### src/rtl/core/bht_pkg.sv
// Shared types and codes for the bucketed hash table unit.
package bht_pkg;

	localparam int MOD_W = 7;

	localparam logic OP_INSERT = 1'b0;
	localparam logic OP_LOOKUP = 1'b1;

	localparam logic [1:0] ST_DONE = 2'd0;
	localparam logic [1:0] ST_MISS = 2'd1;
	localparam logic [1:0] ST_FULL = 2'd2;

	typedef enum logic [6:0] {
		S_CLEAR = 7'b0000001,
		S_IDLE  = 7'b0000010,
		S_HASH  = 7'b0000100,
		S_FRD   = 7'b0001000,
		S_CHK   = 7'b0010000,
		S_SCAN  = 7'b0100000,
		S_DONE  = 7'b1000000
	} state_t;

	typedef struct packed {
		logic             done;
		logic [MOD_W-1:0] rem;
	} hash_stat_t;

endpackage

### src/rtl/core/bht_hash.sv
// Byte-sum hash with a bit-serial compare-subtract remainder unit.
module bht_hash import bht_pkg::*; #(
	parameter int KEY_BYTES = 8
) (
	input  logic                   clk,
	input  logic                   arst_n,
	input  logic                   start,
	input  logic [8*KEY_BYTES-1:0] key,
	input  logic [3:0]             len,
	input  logic [MOD_W-1:0]       modulus,
	output hash_stat_t             stat
);

	localparam int SUM_W = $clog2(255 * KEY_BYTES + 1);
	localparam int CNT_W = $clog2(SUM_W + 1);

	logic [SUM_W-1:0] sum;
	logic [SUM_W-1:0] sh_q;
	logic [MOD_W-1:0] rem_q;
	logic [MOD_W-1:0] m_q;
	logic [CNT_W-1:0] cnt_q;
	logic [MOD_W:0]   trial;
	logic [MOD_W:0]   diff;
	logic             ge;

	always_comb begin
		sum = '0;
		for (int i = 0; i < KEY_BYTES; i++) begin
			if (4'(i) < len) begin
				sum = sum + SUM_W'(key[8*i +: 8]);
			end
		end
	end

	assign trial = {rem_q, sh_q[SUM_W-1]};
	assign ge    = trial >= {1'b0, m_q};
	assign diff  = trial - {1'b0, m_q};

	always_ff @(posedge clk or negedge arst_n) begin
		if (!arst_n) begin
			cnt_q <= '0;
		end else if (start) begin
			cnt_q <= CNT_W'(SUM_W);
		end else if (cnt_q != '0) begin
			cnt_q <= cnt_q - CNT_W'(1);
		end
	end

	always_ff @(posedge clk) begin
		if (start) begin
			sh_q  <= sum;
			rem_q <= '0;
			m_q   <= modulus;
		end else if (cnt_q != '0) begin
			rem_q <= ge ? diff[MOD_W-1:0] : trial[MOD_W-1:0];
			sh_q  <= sh_q << 1;
		end
	end

	assign stat.done = cnt_q == '0;
	assign stat.rem  = rem_q;

endmodule

### config.mk
export PLATFORM = sky130hd
export DESIGN_NAME = bht_hash
export DESIGN_NICKNAME = d
export VERILOG_FILES = /design/src/rtl/core/bht_pkg.sv /design/src/rtl/core/bht_hash.sv
export SDC_FILE = /design/constraint.sdc
export NUM_CORES = 1
export LEC_CHECK = 0
export BUFFER_PORTS_ARGS = -buffer_cell sky130_fd_sc_hd__buf_4
export CORE_ASPECT_RATIO = 0.7
export CORE_UTILIZATION = 50
export CTS_BUF_LIST = sky130_fd_sc_hd__clkbuf_16
export DETAILED_ROUTE_END_ITERATION = 16
export HOLD_SLACK_MARGIN = 0.15
export PLACE_DENSITY = 0.78
export SETUP_SLACK_MARGIN = 0.1
export SLEW_MARGIN = 20
export SYNTH_ARGS = -nofsm -noshare
export SYNTH_HDL_FRONTEND = slang
export SYNTH_SLANG_ARGS = --single-unit
### constraint.sdc
create_clock -name clk -period 2.5 [get_ports clk]
set_input_delay 0.375 -clock clk [delete_from_list [all_inputs] [get_ports clk]]
set_output_delay 0.375 -clock clk [all_outputs]
set_load 0.03 [all_outputs]
== Yosys cells after proc, flatten, opt, wreduce, memory -nomap -nowiden ==
Cells that the tools add are included.

* Register bits: 29
* Input port bits: 78
* Output and inout port bits: 8
* Word-level logic and storage cells: 38

* Add/subtract/negate cells: 9
* Order comparisons: 9
* Multiplexer cells: 13
* Reductions and logical operators: 3

{| class="wikitable"
|+ Operators with widths
! operator !! count
|-
| $mux 11 || 9
|-
| $add 11x8->11 || 7
|-
| $lt 3x4->1 const A || 4
|-
| $ge 8x7->1 || 1
|-
| $lt 1x4->1 const A || 2
|-
| $lt 2x4->1 const A || 2
|-
| $mux 4 || 2
|-
| $mux 8 || 1
|-
| $mux 7 || 1
|-
| $sub 7x7->7 || 1
|-
| $logic_not 4->1 || 1
|-
| $reduce_bool 4->1 || 1
|-
| $sub 4x1->4 const B || 1
|-
| $reduce_bool 2->1 || 1
|}

== Logic depth before layout (Yosys ltp) ==
* Word-level depth: 17
* Depth in mapped cells: 49
* Gate-level depth less buffers: 48

== Worst setup path after synthesis ==
No wires, ideal clock.

* Kind: input-to-reg
* Start point: input len[2]
* End point: register sh_q[10], data pin
* Setup time: 266 ps
* Arrival: 8,567 ps
* Required time: 2,234 ps
* Setup slack: -6,332 ps
* Stages: 45
* Path buffers: 1
* Cells stage by stage: buf_2 > nor2_2 > nand2_1 > nor2_1 > nor2b_1 > ha_1 > a21o_1 > a21oi_1 > o21bai_1 > a21oi_1 > xnor2_1 > o21ai_0 > ha_1 > and3_1 > a221oi_1 > xnor2_1 > a21o_1 > a222oi_1 > [... 9 more ...] > nor2_1 > a21oi_1 > ha_1 > nor2b_1 > o31ai_2 > a21boi_0 > a21o_1 > ha_1 > a21boi_0 > nor3_1 > a311o_1 > ha_1 > o21ai_0 > a21oi_1 > nand3b_1 > nor4b_1 > a2111o_1 > o221ai_2

* Cells in the longest elaborated chain, start to end: 17
* Elaborated cells on any way between the ends: 24
* Classes of those cells: add/sub (7); order compare (8); mux (9)

{| class="wikitable"
|+ RTL lines
! element !! line !! source
|-
| start: declaration || bht_hash.sv:9 || <nowiki>input logic [3:0] len,</nowiki>
|-
| $lt 1x4->1 || bht_hash.sv:29 || <nowiki>if (4'(i) < len) begin</nowiki>
|-
| $mux 8 || bht_hash.sv:29 ||
|-
| $add 11x8->11 || bht_hash.sv:30 || <nowiki>sum = sum + SUM_W'(key[8*i +: 8]);</nowiki>
|-
| $mux 11 || bht_hash.sv:29 ||
|-
| $add 11x8->11 || bht_hash.sv:30 ||
|-
| $mux 11 || bht_hash.sv:29 ||
|-
| $add 11x8->11 || bht_hash.sv:30 ||
|-
| $mux 11 || bht_hash.sv:29 ||
|-
| $add 11x8->11 || bht_hash.sv:30 ||
|-
| $mux 11 || bht_hash.sv:29 ||
|-
| $add 11x8->11 || bht_hash.sv:30 ||
|-
| $mux 11 || bht_hash.sv:29 ||
|-
| $add 11x8->11 || bht_hash.sv:30 ||
|-
| $mux 11 || bht_hash.sv:29 ||
|-
| $add 11x8->11 || bht_hash.sv:30 ||
|-
| $mux 11 (*) || bht_hash.sv:29 ||
|-
| $mux 11 (*) || bht_hash.sv:50 || <nowiki>if (start) begin</nowiki>
|-
| end signal: assignment || bht_hash.sv:51 || <nowiki>sh_q <= sum;</nowiki>
|-
| end signal: assignment || bht_hash.sv:56 || <nowiki>sh_q <= sh_q << 1;</nowiki>
|-
| end: declaration || bht_hash.sv:18 || <nowiki>logic [SUM_W-1:0] sh_q;</nowiki>
|}

Every way passes the cells marked *; elsewhere a longest branch is shown, timed or not.
A chain may end at the register's enable or synchronous reset.

== Final worst setup path ==
* Start point: input len[1]
* End point: register sh_q[9], data pin

The elaborated chain is that of the path after synthesis.

==> results.sh <==
export IMPL_cellPowerDensity_nw_per_um2=1428
export IMPL_antenna_found_initial=0
export IMPL_final_period_utilization=3.385
export IMPL_crit_type="in -> reg"
export IMPL_wl_per_cell_um=19.90
export IMPL_worst_slew_pin_slew_ns=0.5496
export IMPL_grt_total_usage=0.3298
export IMPL_layout_min_cycle_time_ns=8.463
export IMPL_p_leak_nw=3.951
export IMPL_count_of_endpoints_failing_setup_in_the_final_report=11
export IMPL_ys_dominant_reg_cell="edfxtp_1"
export IMPL_worst_setup_path_start_kind="input port"
export IMPL_ys_seq_area_frac=0.1565
export IMPL_power_total_mw=12.02
export IMPL_worst_path_largest_cell_delay_ns=0.36
export IMPL_slew_limit_headroom=0.6332
export IMPL_final_max_slew_viol_count=0
export IMPL_clock_insertion_delay_worst_skew_ns=0.28
export IMPL_ant_nets=0
export IMPL_fin_nets=1074
export IMPL_die_w_um=121.4
export IMPL_area_delta_synth_final_pct=68.72
export IMPL_worst_ep_arrival_time_ns=8.59
export IMPL_layout_core_utilization=0.8691
export IMPL_post_route_cells_drive_above_1_share=0.5184
export IMPL_design_area_um2=8417
export IMPL_wl_um=20940
export IMPL_cts_root_buf="clkbuf_16"
export IMPL_vias_per_std_cell=6.158
export IMPL_holdCritPathClass="in -> reg"
export IMPL_portBuffers=85
export IMPL_mappedNetlistArea_um2=4989
export IMPL_failed_checks="negative setup slack"
export IMPL_dpl_instance_area_um2=7171
export IMPL_syn_instance_count=628
export IMPL_syn_num_nets=779
export IMPL_synth_area_leaders="ha_1, edfxtp_1, a21oi_1"
export IMPL_remaining_design_rule_violation_count=0
export IMPL_first_global_vias=6107
export IMPL_grt_max_degree=34
export IMPL_post_dp_hpwl_um=12480
export IMPL_detailedRoute_firstIterationViolations=478
export IMPL_asyncSetResetFlopFracSynth=0.1379
export IMPL_rsz_0062_raised_after_global_routing="yes"
export IMPL_layout_cells_most_common="buf_4"
export IMPL_cts_buffer_depth=2
export IMPL_maxCapViolations=0
export IMPL_row_count=30
export IMPL_endpoint_kind="flop"
export IMPL_antenna_diode_count=0
export IMPL_ys_warnings_count=0
export IMPL_timing_critical_path_fanout_max=4
export IMPL_cts_made_buffers=5
export IMPL_ys_types=78
export IMPL_synth_enable_flop_cells=18
export IMPL_wire_length_of_the_first_global_routing_pass_um=27710
export IMPL_endpoint_required_time_on_the_critical_path_ns=2.62
export IMPL_floorplan_die_height_um=85.57
export IMPL_avgSynthCellArea_um2=7.944
export IMPL_core_um2=9684
export IMPL_detailedRoute_firstPassIterationCount=6
export IMPL_netlist_top_cell_by_area="ha_1"
export IMPL_critPathSlowestCell="fa_2"
export IMPL_tritoncts="built"
export IMPL_fillers=455
export IMPL_starting_density_of_the_core=0.5151
export IMPL_final_seq_area_um2=782.0
export IMPL_tritoncts_num_sinks=29
export IMPL_grt_ovf=0
export IMPL_fin_worst_skew_ns=0.003028
export IMPL_setup_tns_final_ns=-52.99
export IMPL_gp_routability_congestion=0.9024
export IMPL_clkTransAtPathRegs_ns=0.05
export IMPL_multi_input_area_um2=4777
export IMPL_cts_max_level=2
export IMPL_synth_ff_latch_count=29
export IMPL_finalHoldViolations=0
export IMPL_layout_cells_most_common_list="buf_4, nor2_1, ha_1, nand2_1, inv_1"
export IMPL_io_pins=86
export IMPL_route_vias_total=6478
export IMPL_area_of_the_die_um2=10390
export IMPL_synth_largest_type_area_fraction=0.1630
export IMPL_outcome="finished, violations left"
export IMPL_timing_final_ws_setup_ns=-5.963
export IMPL_fmax_ghz=0.1182
export IMPL_ir_drop_mv=1.158
[sequential cells by signal, indices dropped and copies added, names as in the netlist]
register,flops
sh_q,11
m_q,7
rem_q,7
cnt_q,4
[area by class of cell]
cell class | instances | share of cell area
Clock buffer | 6 | 0.01784
Clock inverter | 2 | 0.0008919
Inverter | 48 | 0.02230
Multi-Input combinational cell | 535 | 0.5676
Sequential cell | 29 | 0.09291
Tap cell | 128 | 0.01903
Timing Repair Buffer | 304 | 0.2795
[cell usage after synthesis, types with 5 or more instances]
cell,count
o21ai_0,33
mux2i_1,9
nand3_1,12
mux2_2,5
xor2_1,8
inv_1,46
a21o_1,24
dfxtp_1,7
o21bai_1,11
and3_1,5
edfxtp_1,18
nor2b_1,18
clkbuf_1,8
a21oi_1,50
a211oi_1,17
nor3_1,16
nand2_1,45
fa_1,8
a211o_1,5
a31oi_1,6
o211ai_1,5
ha_1,65
nand2b_1,9
o21ai_1,8
o21a_1,14
nor2_1,64
xnor2_1,27
[path summary, 6_finish.rpt]
check                            from  endpoint  slack, ns  depth (start not counted)
max in group asynchronous      arst_n  cnt_q[0]       1.97                          2
max                            len[1]   sh_q[9]      -5.96                         50
max reg2reg                  sh_q[10]  rem_q[2]       0.04                         13
min reg2reg                  rem_q[1]  rem_q[1]       0.50                          2
min                        modulus[4]    m_q[4]       0.27                          1
min in group asynchronous      arst_n  cnt_q[2]       0.43                          2
[metal layers]
layer  track usage  part of all wire  up-vias
li1              -                 -     2883
met2        0.5987              0.49      404
met1        0.4081              0.38     3061
met4       0.08754             0.051        0
met5             0                 0        -
met3       0.04654             0.075      130
[metrics by stage]
step | worst slack [ns] | cells | hold WS [ns]
after floorplan | -5.589 | 628 | 0.07941
final | -5.963 | 1052 | 0.2681
after global placement | -5.703 | 991 | 0.1721
after detailed placement | -6.039 | 991 | 0.1744
after CTS | -5.381 | 1023 | 0.2724
after global routing | -6.292 | 1052 | 0.2632
[kinds of logic after synthesis]
group	after synthesis	share of synthesized area
multiplexers	15	0.03210
buffers and inverters	64	0.05192
AO/OA/AOI/OAI	223	0.3160
AND/OR/NAND/NOR	187	0.1788
XOR/XNOR	37	0.06948
adder cells (fa/ha/maj)	73	0.1951
flip-flops	29	0.1565
[report_power, final]
part	internal (mW)	switching (mW)	leakage, nW
sequential	0.685	0.0666	0.287
combinational	5.53	5.08	3.58
clock	0.423	0.233	0.0808
[worst max-delay path, delay by kind of cell]
kind / cells / cell delay, ns
AO/OA/AOI/OAI: 16 / 2.71
XOR/XNOR: 5 / 0.72
adder cells (fa/ha/maj): 8 / 2.36
buffers and inverters: 7 / 0.50
multiplexers: 1 / 0.29
AND/OR/NAND/NOR: 13 / 1.60
[what timing repair did]
item                                    CTS  global route
setup buffers                            22            30
endpoints found under the setup margin   16            18
hold buffers                              1             0
pin swaps                                31            62
hold endpoints to repair                  4             0
gates cloned                              1             0
gates resized for setup                  68            89
Power figures use the tool's default switching activity.
