===== config.mk =====
export PLATFORM = sky130hd
export DESIGN_NAME = bht_ram
export DESIGN_NICKNAME = d
export VERILOG_FILES = /design/src/rtl/core/bht_ram.sv
export SDC_FILE = /design/constraint.sdc
export NUM_CORES = 1
export LEC_CHECK = 0
export ABC_AREA = 1
export BUFFER_PORTS_ARGS = -buffer_cell sky130_fd_sc_hd__buf_2
export CORE_UTILIZATION = 59
export CTS_CLUSTER_DIAMETER = 100
export DETAILED_ROUTE_END_ITERATION = 7
export GPL_ROUTABILITY_DRIVEN = 1
export PLACE_DENSITY = 0.75
export RECOVER_POWER = 25
export REMOVE_ABC_BUFFERS = 1
export SYNTH_ARGS = -nofsm -noshare
export SYNTH_HDL_FRONTEND = slang
export SYNTH_SLANG_ARGS = --single-unit

===== constraint.sdc =====
create_clock -name clk -period 2.5 [get_ports clk]
set_input_delay 0.375 -clock clk [delete_from_list [all_inputs] [get_ports clk]]
set_output_delay 0.375 -clock clk [all_outputs]
set_load 0.01 [all_outputs]

===== src/rtl/core/bht_ram.sv =====
// Generic single-write, single-read RAM with registered read data.
module bht_ram #(
	parameter int W = 8,
	parameter int D = 64
) (
	input  logic                            clk,
	input  logic                            we,
	input  logic [(D > 1 ? $clog2(D) : 1)-1:0] waddr,
	input  logic [W-1:0]                    wdata,
	input  logic [(D > 1 ? $clog2(D) : 1)-1:0] raddr,
	output logic [W-1:0]                    rdata
);

	logic [W-1:0] mem [D];

	always_ff @(posedge clk) begin
		if (we) begin
			mem[waddr] <= wdata;
		end
		rdata <= mem[raddr];
	end

endmodule


== Word level (Yosys, flattened, before mapping) ==
Memory sizes are Yosys's and may differ from the RTL's. A register that Yosys moved wholly into a read port is not among the register bits.
Index checks and enable logic that the tools add are counted.
W data, S select, Z words.

* Flip-flop bits (word level): 0
* Latch bits: 0
* Memory bits (writable): 512
* Memory bits (read-only): 0
* Output and inout bits: 8
* Memories: 1

{| class="wikitable"
|+ Memories
! name !! words !! bits a word !! rd ports !! clocked after memory_dff !! write ports !! RTL line !! source
|-
| mem || 64 || 8 || 1 || 1 || 1 || 14 || <nowiki>logic [W-1:0] mem [D];</nowiki>
|}

* $add $sub $neg: 0
* Multiply operators: 0
* Divide/modulo/power cells: 0
* Order comparisons: 0
* Equal/unequal tests: 0
* Shift operators: 0
* Mux-type cells: 2
* Bitwise operators: 0
* Reduce and logical (&&, ||, !) cells: 0

{| class="wikitable"
|+ Operator list
! cell !! number
|-
| $mux W1 || 2
|}

== Logic depth before layout (Yosys ltp) ==
Gate-level depths: netlist (run 1).

* Word-level depth: 2
* Gate-level depth with buffers: 12
* Depth with buffers taken out: 9

== Worst setup path before layout (run 1) ==
No wires, ideal clock.

* Path type: input to register
* From: input port we
* To: memory mem[48][0], enable pin
* Arrival: 1.746 ns
* Required time: 2.105 ns
* Slack: 0.359 ns
* Stages on the path: 3
* Path buffers: 1
* Cell sequence: clkbuf_1 > nand4_1 > nor4_1

* Cells in the longest elaborated chain, start to end: 2

{| class="wikitable"
|+ Ends and longest elaborated chain
! item !! RTL line !! source
|-
| start: declaration || 7 || <nowiki>input logic we,</nowiki>
|-
| $mux W1 || 17 || <nowiki>if (we) begin</nowiki>
|-
| $mux W1 (implied by the code) || 18 || <nowiki>mem[waddr] <= wdata;</nowiki>
|-
| end: declaration || 14 ||
|}

No other way between the ends.

== Worst setup path in the final report (run 1) ==
* From: input port wdata[6]
* To: memory mem[21][6], data pin

{| class="wikitable"
|+ RTL lines
! item !! RTL line !! source
|-
| start: declaration || 9 || <nowiki>input logic [W-1:0] wdata,</nowiki>
|}

Straight into the memory's write port.

==> results of run 1 <==
cell type report:
type	instances	area (µm²)
sequential	520	15500
fill	2538	11700
multi-input combinational	1160	4950
clock buffer	65	1330
timing repair buffer	143	1220
tap	461	577
clock inverter	23	214
inverter	12	52.6
antenna	2	5.00
synthesized netlist by cell type, drive strengths merged:
| cell type | instances |
|---|---|
| nor4 | 8 |
| nand3 | 439 |
| inv | 12 |
| nor2 | 56 |
| nand2 | 648 |
| buf | 98 |
| nand4 | 9 |
| edfxtp | 512 |
| dfxtp | 8 |
| clkbuf | 15 |
worst max-delay path by stage:
stage                   from              endpoint  slack [ns]
floorplan           raddr[1]      rdata[7]$_DFF_P_       -0.39
global route        wdata[6]  mem[21][6]$_DFFE_PP_        0.58
finish              wdata[6]  mem[21][6]$_DFFE_PP_        0.60
global placement    raddr[0]      rdata[7]$_DFF_P_        0.41
detailed placement  raddr[0]      rdata[5]$_DFF_P_        0.39
CTS                 raddr[0]      rdata[5]$_DFF_P_        0.99
routing by layer:
metal,part of all wire (%),GRT usage [%]
met3,9.7,4.46
met5,0.051,0
met2,49,47.1
met4,2.8,10.4
met1,39,41.1
cell families (layout without fill, tap and decap cells):
kind of cell,after synthesis,in the layout,share of synthesized area (%)
AND/OR/NAND/NOR,1160,1160,23.2
flip-flops,520,520,72.8
buffers and inverters,125,243,4.02
other,0,2,0
flip-flops by register name (all words and copies together), names as in the netlist:
signal  count
mem       512
rdata       8
power groups by stage:
stage	Clock [W]	Sequential, W	Combinational, W
3_3_place_gp	0	0.00985	0.00114
5_1_grt	0.00757	0.00968	0.00126
6_report	0.00722	0.00968	0.00118
2_1_floorplan	0	0.00986	0.000487
4_1_cts	0.00727	0.00967	0.00116
3_5_place_dp	0	0.00986	0.00115
through the flow:
stage          utilization (%)  worst slack [ns]  hold WS, ns
2_1_floorplan                -            -0.392        0.474
3_3_place_gp              62.9             0.415        0.752
3_5_place_dp              62.9             0.390        0.757
4_1_cts                   67.2             0.993        0.149
5_1_grt                   67.1             0.577        0.158
6_report                  67.1             0.602        0.164
==> impl_results.md, run 1 <==
* # hold bufs at CTS at 0
* Slew Limit Fails at 177
* Avg WL per Cell at 22.1 µm
* Pwr Density at 757 nW/µm²
* Critical path depth in cells at 2
* Clk slew on worst S/H paths at 0.07 ns
* Startpoint types: input port
* Final worst-path cycle share at 75.9%
* CTS resizes at 0
* Hold path depth at 3
* Clock Sink Count at 520
* Placed inst area at 22400 µm²
* Combinational fraction of design power at 6.5%
* Layout area overhead at 11.9%
* Rows at 69
* WS Path Type: input port to register
* Setup TNS at 0 ns
* Final hold vios at 0
* Boundary Pins at 30
* Hold path endpoint: rdata[4]$_DFF_P_
* Dpl hpwl at 31.6 mm
* Share of cells above drive strength 1 at 10.6%
* R2R cell count at 8
* Flop2flop setup slack at 1.10 ns
* Post-CTS setup buffer count at 0
* Crit-path cells: clkbuf_1 > clkbuf_1
* CTS H-tree lvls at 2
* Post-synthesis cell area at 21300 µm²
* VDD IR max at 685 µV
* Crit-path slowest cell: clkbuf_1
* HP Start: raddr[5]
* Worst skew pair latency at 0.59 ns
* DRC viols at 0
* Crit. End Element: register
* Fin crit period at 1.90 ns
* Fin nets at 1909
* Input/output buffers at 29
* Netlist cell types at 16
* Layout Skew at 0.0189 ns
* Violated checks: capacitance limit, slew limit
* Largest net degree at the start of global routing at 92
* Clk pwr share at 40.0%
* Fin area at 23900 µm²
* Full die area at 36900 µm²
* HP Class: input port to register
* Longest Clk Path Bufs at 3
* Placed insts at 2296
* Gpl congestion at 0.938
* Highest clock rate at 0.527 GHz
* Total Routing Usage GR at 29.4%
* Cell mode on critical path: clkbuf_1
* Post-detailed-route count of antenna-violating nets at 0
* Worst r2r dst: rdata[7]$_DFF_P_
* Sw Pwr at 0.00397 W
* CP Max Fanout at 28
* Antenna violations before repair at 4
* Vias per cell at 6.03
* Post-synthesis sequential area ratio at 72.8%
* WL final at 52.7 mm
* Ranking of synthesized cells by area: edfxtp_1 72%, nand2_1 11%, nand3_1 10%
* Tot Pwr at 0.0181 W
* Initial DRT Pass Iterations at 6
* Delay-heaviest family, CP: buffers and inverters
* CTS tree: yes
* Leading area contributor after synthesis: edfxtp_1
* Synth top area share at 72.0%
* Cell-internal power at 0.0141 W
* Slew HR at -19.4%
* Final setup viols at 0
* Core area at 35600 µm²
* Non-filler instance count after layout at 2386
* Syn. warnings at 0
* Initial Utilization at 60.0%
* Status: complete, but fails checks
* Critical Path RT at 2.66 ns
* DR vias at 14400
* Sequential share of power at 53.5%
* Most common cell after layout, fill and taps aside: nand2_1
* Sw Ratio at 22.0%
* GRT Residual Overflow at 0
* WP data arrival at 2.05 ns
* Most frequent cells in the layout: 648 x nand2_1, 512 x edfxtp_1, 439 x nand3_1
* DR iter-0 viols at 1897
* Syn Inst Count at 1805
* Die W at 192 µm
* Vias in the first global route at 13600
* RSZ-0062 raised after global routing: no
* Avg Cell Area, Syn at 11.8 µm²
* #FFs+latches synth at 520
* Slowest Stage Delay on Critical Path at 1.21 ns
* Max-Cap Viols at 5
* Least-Margin Pin Slew at 1.79 ns
* Worst Path Buf+Inv at 2
* Worst r2r src: mem[63][7]$_DFFE_PP_
* Leakage at 8.76 nW
* Die height at 192 µm
* First-pass GRT wire length at 79.4 mm
* CTS root buf: clkbuf_16
* Num CTS Buffers at 50
No activity file was read; power rests on OpenSTA's default activity.
==> run 2: changes to the inputs <==
==> constraint.sdc (replaced) <==
create_clock -name clk -period 1.8 [get_ports clk]
set_input_delay 0.27 -clock clk [delete_from_list [all_inputs] [get_ports clk]]
set_output_delay 0.27 -clock clk [all_outputs]
set_load 0.01 [all_outputs]
==> impl_results.md, run 2 (synthesized netlist as in run 1, its figures left out) <==
* Status: complete, but fails checks (unchanged)
* Violated checks: capacitance limit, slew limit (unchanged)
* WHS at 0.0593 ns (was 0.164 ns)
* Crit. End Element: register (unchanged)
* # hold bufs at CTS at 0 (unchanged)
* Fin area at 24200 µm² (was 23900 µm²)
* Setup TNS at 0 ns (unchanged)
* Antenna violations before repair at 2 (was 4)
* Delay-heaviest family, CP: buffers and inverters (unchanged)
* HP Class: input port to register (unchanged)
* Clk pwr share at 40.5% (was 40.0%)
* Max FFs per register at 512 (unchanged)
* GRT met3 Usage at 4.13% (was 4.46%)
* Largest net degree at the start of global routing at 83 (was 92)
* Setup WS pre-CTS at 0.00194 ns (was 0.390 ns)
* Max-Cap Viols at 2 (was 5)
* Rows at 69 (unchanged)
* WP data arrival at 1.75 ns (was 2.05 ns)
* Tot Pwr at 0.0254 W (was 0.0181 W)
* Initial Utilization at 60.0% (unchanged)
* Slew HR at -3.65% (was -19.4%)
* R2R cell count at 8 (unchanged)
* VDD IR max at 1010 µV (was 685 µV)
* Worst Path Buf+Inv at 2 (unchanged)
* Longest Clk Path Bufs at 3 (unchanged)
* Crit-path cells: clkbuf_1 > clkbuf_2 (was clkbuf_1 > clkbuf_1)
* Post-route setup slack at 0.323 ns (was 0.602 ns)
* CP Max Fanout at 25 (was 28)
* Fin crit period at 1.48 ns
* Clock Sink Count at 520 (unchanged)
* Flop2flop setup slack at 0.44 ns (was 1.10 ns)
* Full die area at 36900 µm² (unchanged)
* CTS tree: yes (unchanged)
* DR vias at 14500 (was 14400)
* Avg WL per Cell at 21.7 µm (was 22.1 µm)
* Final setup viols at 0 (unchanged)
* Pwr Density at 1050 nW/µm² (was 757 nW/µm²)
* Most flops, register: mem (unchanged)
* Slowest Stage Delay on Critical Path at 0.81 ns (was 1.21 ns)
* Critical Path RT at 2.08 ns (was 2.66 ns)
* Worst r2r dst: rdata[7]$_DFF_P_ (unchanged)
* Least-Margin Pin Slew at 1.55 ns (was 1.79 ns)
* Worst r2r src: mem[19][7]$_DFFE_PP_ (was mem[63][7]$_DFFE_PP_)
* CP startpoint: wdata[0] (was wdata[6])
* Post-detailed-route count of antenna-violating nets at 0 (unchanged)
* Most common cell after layout, fill and taps aside: nand2_1 (unchanged)
* Input/output buffers at 29 (unchanged)
* RSZ-0062 raised after global routing: no (unchanged)
* Layout area overhead at 13.4% (was 11.9%)
* Most frequent cells in the layout: 648 x nand2_1, 512 x edfxtp_1, 439 x nand3_1 (unchanged)
* Placed inst area at 22700 µm² (was 22400 µm²)
* Biggest regs: mem (512), rdata (8) (unchanged)
* Core area at 35600 µm² (unchanged)
* CTS resizes at 0 (unchanged)
* Critical path depth in cells at 2 (unchanged)
* Combinational fraction of design power at 6.6% (was 6.5%)
* Initial DRT Pass Iterations at 6 (unchanged)
* Worst skew pair latency at 0.57 ns (was 0.59 ns)
* Cell-internal power at 0.0198 W (was 0.0141 W)
* DRC viols at 0 (unchanged)
* Vias per cell at 6.00 (was 6.03)
* Layout Skew at 0.0217 ns (was 0.0189 ns)
* Crit-path slowest cell: clkbuf_1 (unchanged)
* First-pass GRT wire length at 79.7 mm (was 79.4 mm)
* Setup crit end: mem[22][0]$_DFFE_PP_ (was mem[21][6]$_DFFE_PP_)
* Highest clock rate at 0.677 GHz
* WS Path Type: input port to register (unchanged)
* Final worst-path cycle share at 82.0%
* Grt peak-use layer: met2 (unchanged)
* WL final at 52.3 mm (was 52.7 mm)
* M1 GR Usage at 40.4% (was 41.1%)
* Fin nets at 1931 (was 1909)
* Die height at 192 µm (unchanged)
* Sw Pwr at 0.00562 W (was 0.00397 W)
* Sequential share of power at 52.9% (was 53.5%)
* CTS H-tree lvls at 2 (unchanged)
* GR Layer Usage met2 at 47.1% (unchanged)
* Boundary Pins at 30 (unchanged)
* Sw Ratio at 22.1% (was 22.0%)
* GRT Residual Overflow at 0 (unchanged)
* Slew Limit Fails at 130 (was 177)
* Vias in the first global route at 13900 (was 13600)
* Die W at 192 µm (unchanged)
* Total Routing Usage GR at 29.1% (was 29.4%)
* CTS root buf: clkbuf_16 (unchanged)
* Share of cells above drive strength 1 at 12.1% (was 10.6%)
* Clk slew on worst S/H paths at 0.06 ns (was 0.07 ns)
* Final hold vios at 0 (unchanged)
* Startpoint types: input port (unchanged)
* Num CTS Buffers at 51 (was 50)
* Dpl hpwl at 31.2 mm (was 31.6 mm)
* Gpl congestion at 0.868 (was 0.938)
* Leakage at 8.96 nW (was 8.76 nW)
* Post-CTS setup buffer count at 0 (unchanged)
* DR iter-0 viols at 1718 (was 1897)
## run 2: cell type report
type                       instances  area [µm²]
clock buffer                      60        1310
sequential                       520       15500
fill                            2495       11400
clock inverter                    32         280
inverter                          12        52.6
antenna                            2        5.00
tap                              461         577
timing repair buffer             164        1490
multi-input combinational       1160        4950
## run 2: through the flow
| step | util [%] | instances |
|---|---|---|
| after CTS | 68.2 | 2409 |
| after floorplan | - | 1692 |
| after global placement | 63.7 | 2317 |
| final | 68.0 | 2411 |
| after global routing | 68.0 | 2411 |
| after detailed placement | 63.7 | 2317 |
## run 2: metal layers
metal | up-vias | routed length, µm | part of all wire [%]
li1 | 6547 | - | -
met1 | 6995 | 20500 | 39
met3 | 119 | 4930 | 9.4
met2 | 813 | 25200 | 48
met4 | 0 | 1720 | 3.3
met5 | - | 0 | 0
## run 2: worst min path at each step
| stage | from | cells after the start | endpoint | slack [ns] |
|---|---|---|---|---|
| after floorplan | wdata[0] | 0 | mem[0][0]$_DFFE_PP_ | 0.37 |
| after global placement | raddr[5] | 3 | rdata[4]$_DFF_P_ | 0.63 |
| after detailed placement | raddr[5] | 3 | rdata[4]$_DFF_P_ | 0.63 |
| after CTS | raddr[5] | 3 | rdata[4]$_DFF_P_ | 0.04 |
| after global routing | raddr[5] | 3 | rdata[6]$_DFF_P_ | 0.07 |
| final | raddr[5] | 3 | rdata[3]$_DFF_P_ | 0.06 |
## run 2: power by group through the flow
| stage | logic, W | registers (W) | clock network, W |
|---|---|---|---|
| 2_1_floorplan | 0.000677 | 0.0137 | 0 |
| 3_3_place_gp | 0.00162 | 0.0137 | 0 |
| 3_5_place_dp | 0.00166 | 0.0137 | 0 |
| 4_1_cts | 0.00167 | 0.0134 | 0.0104 |
| 5_1_grt | 0.00180 | 0.0134 | 0.0108 |
| 6_report | 0.00167 | 0.0134 | 0.0103 |
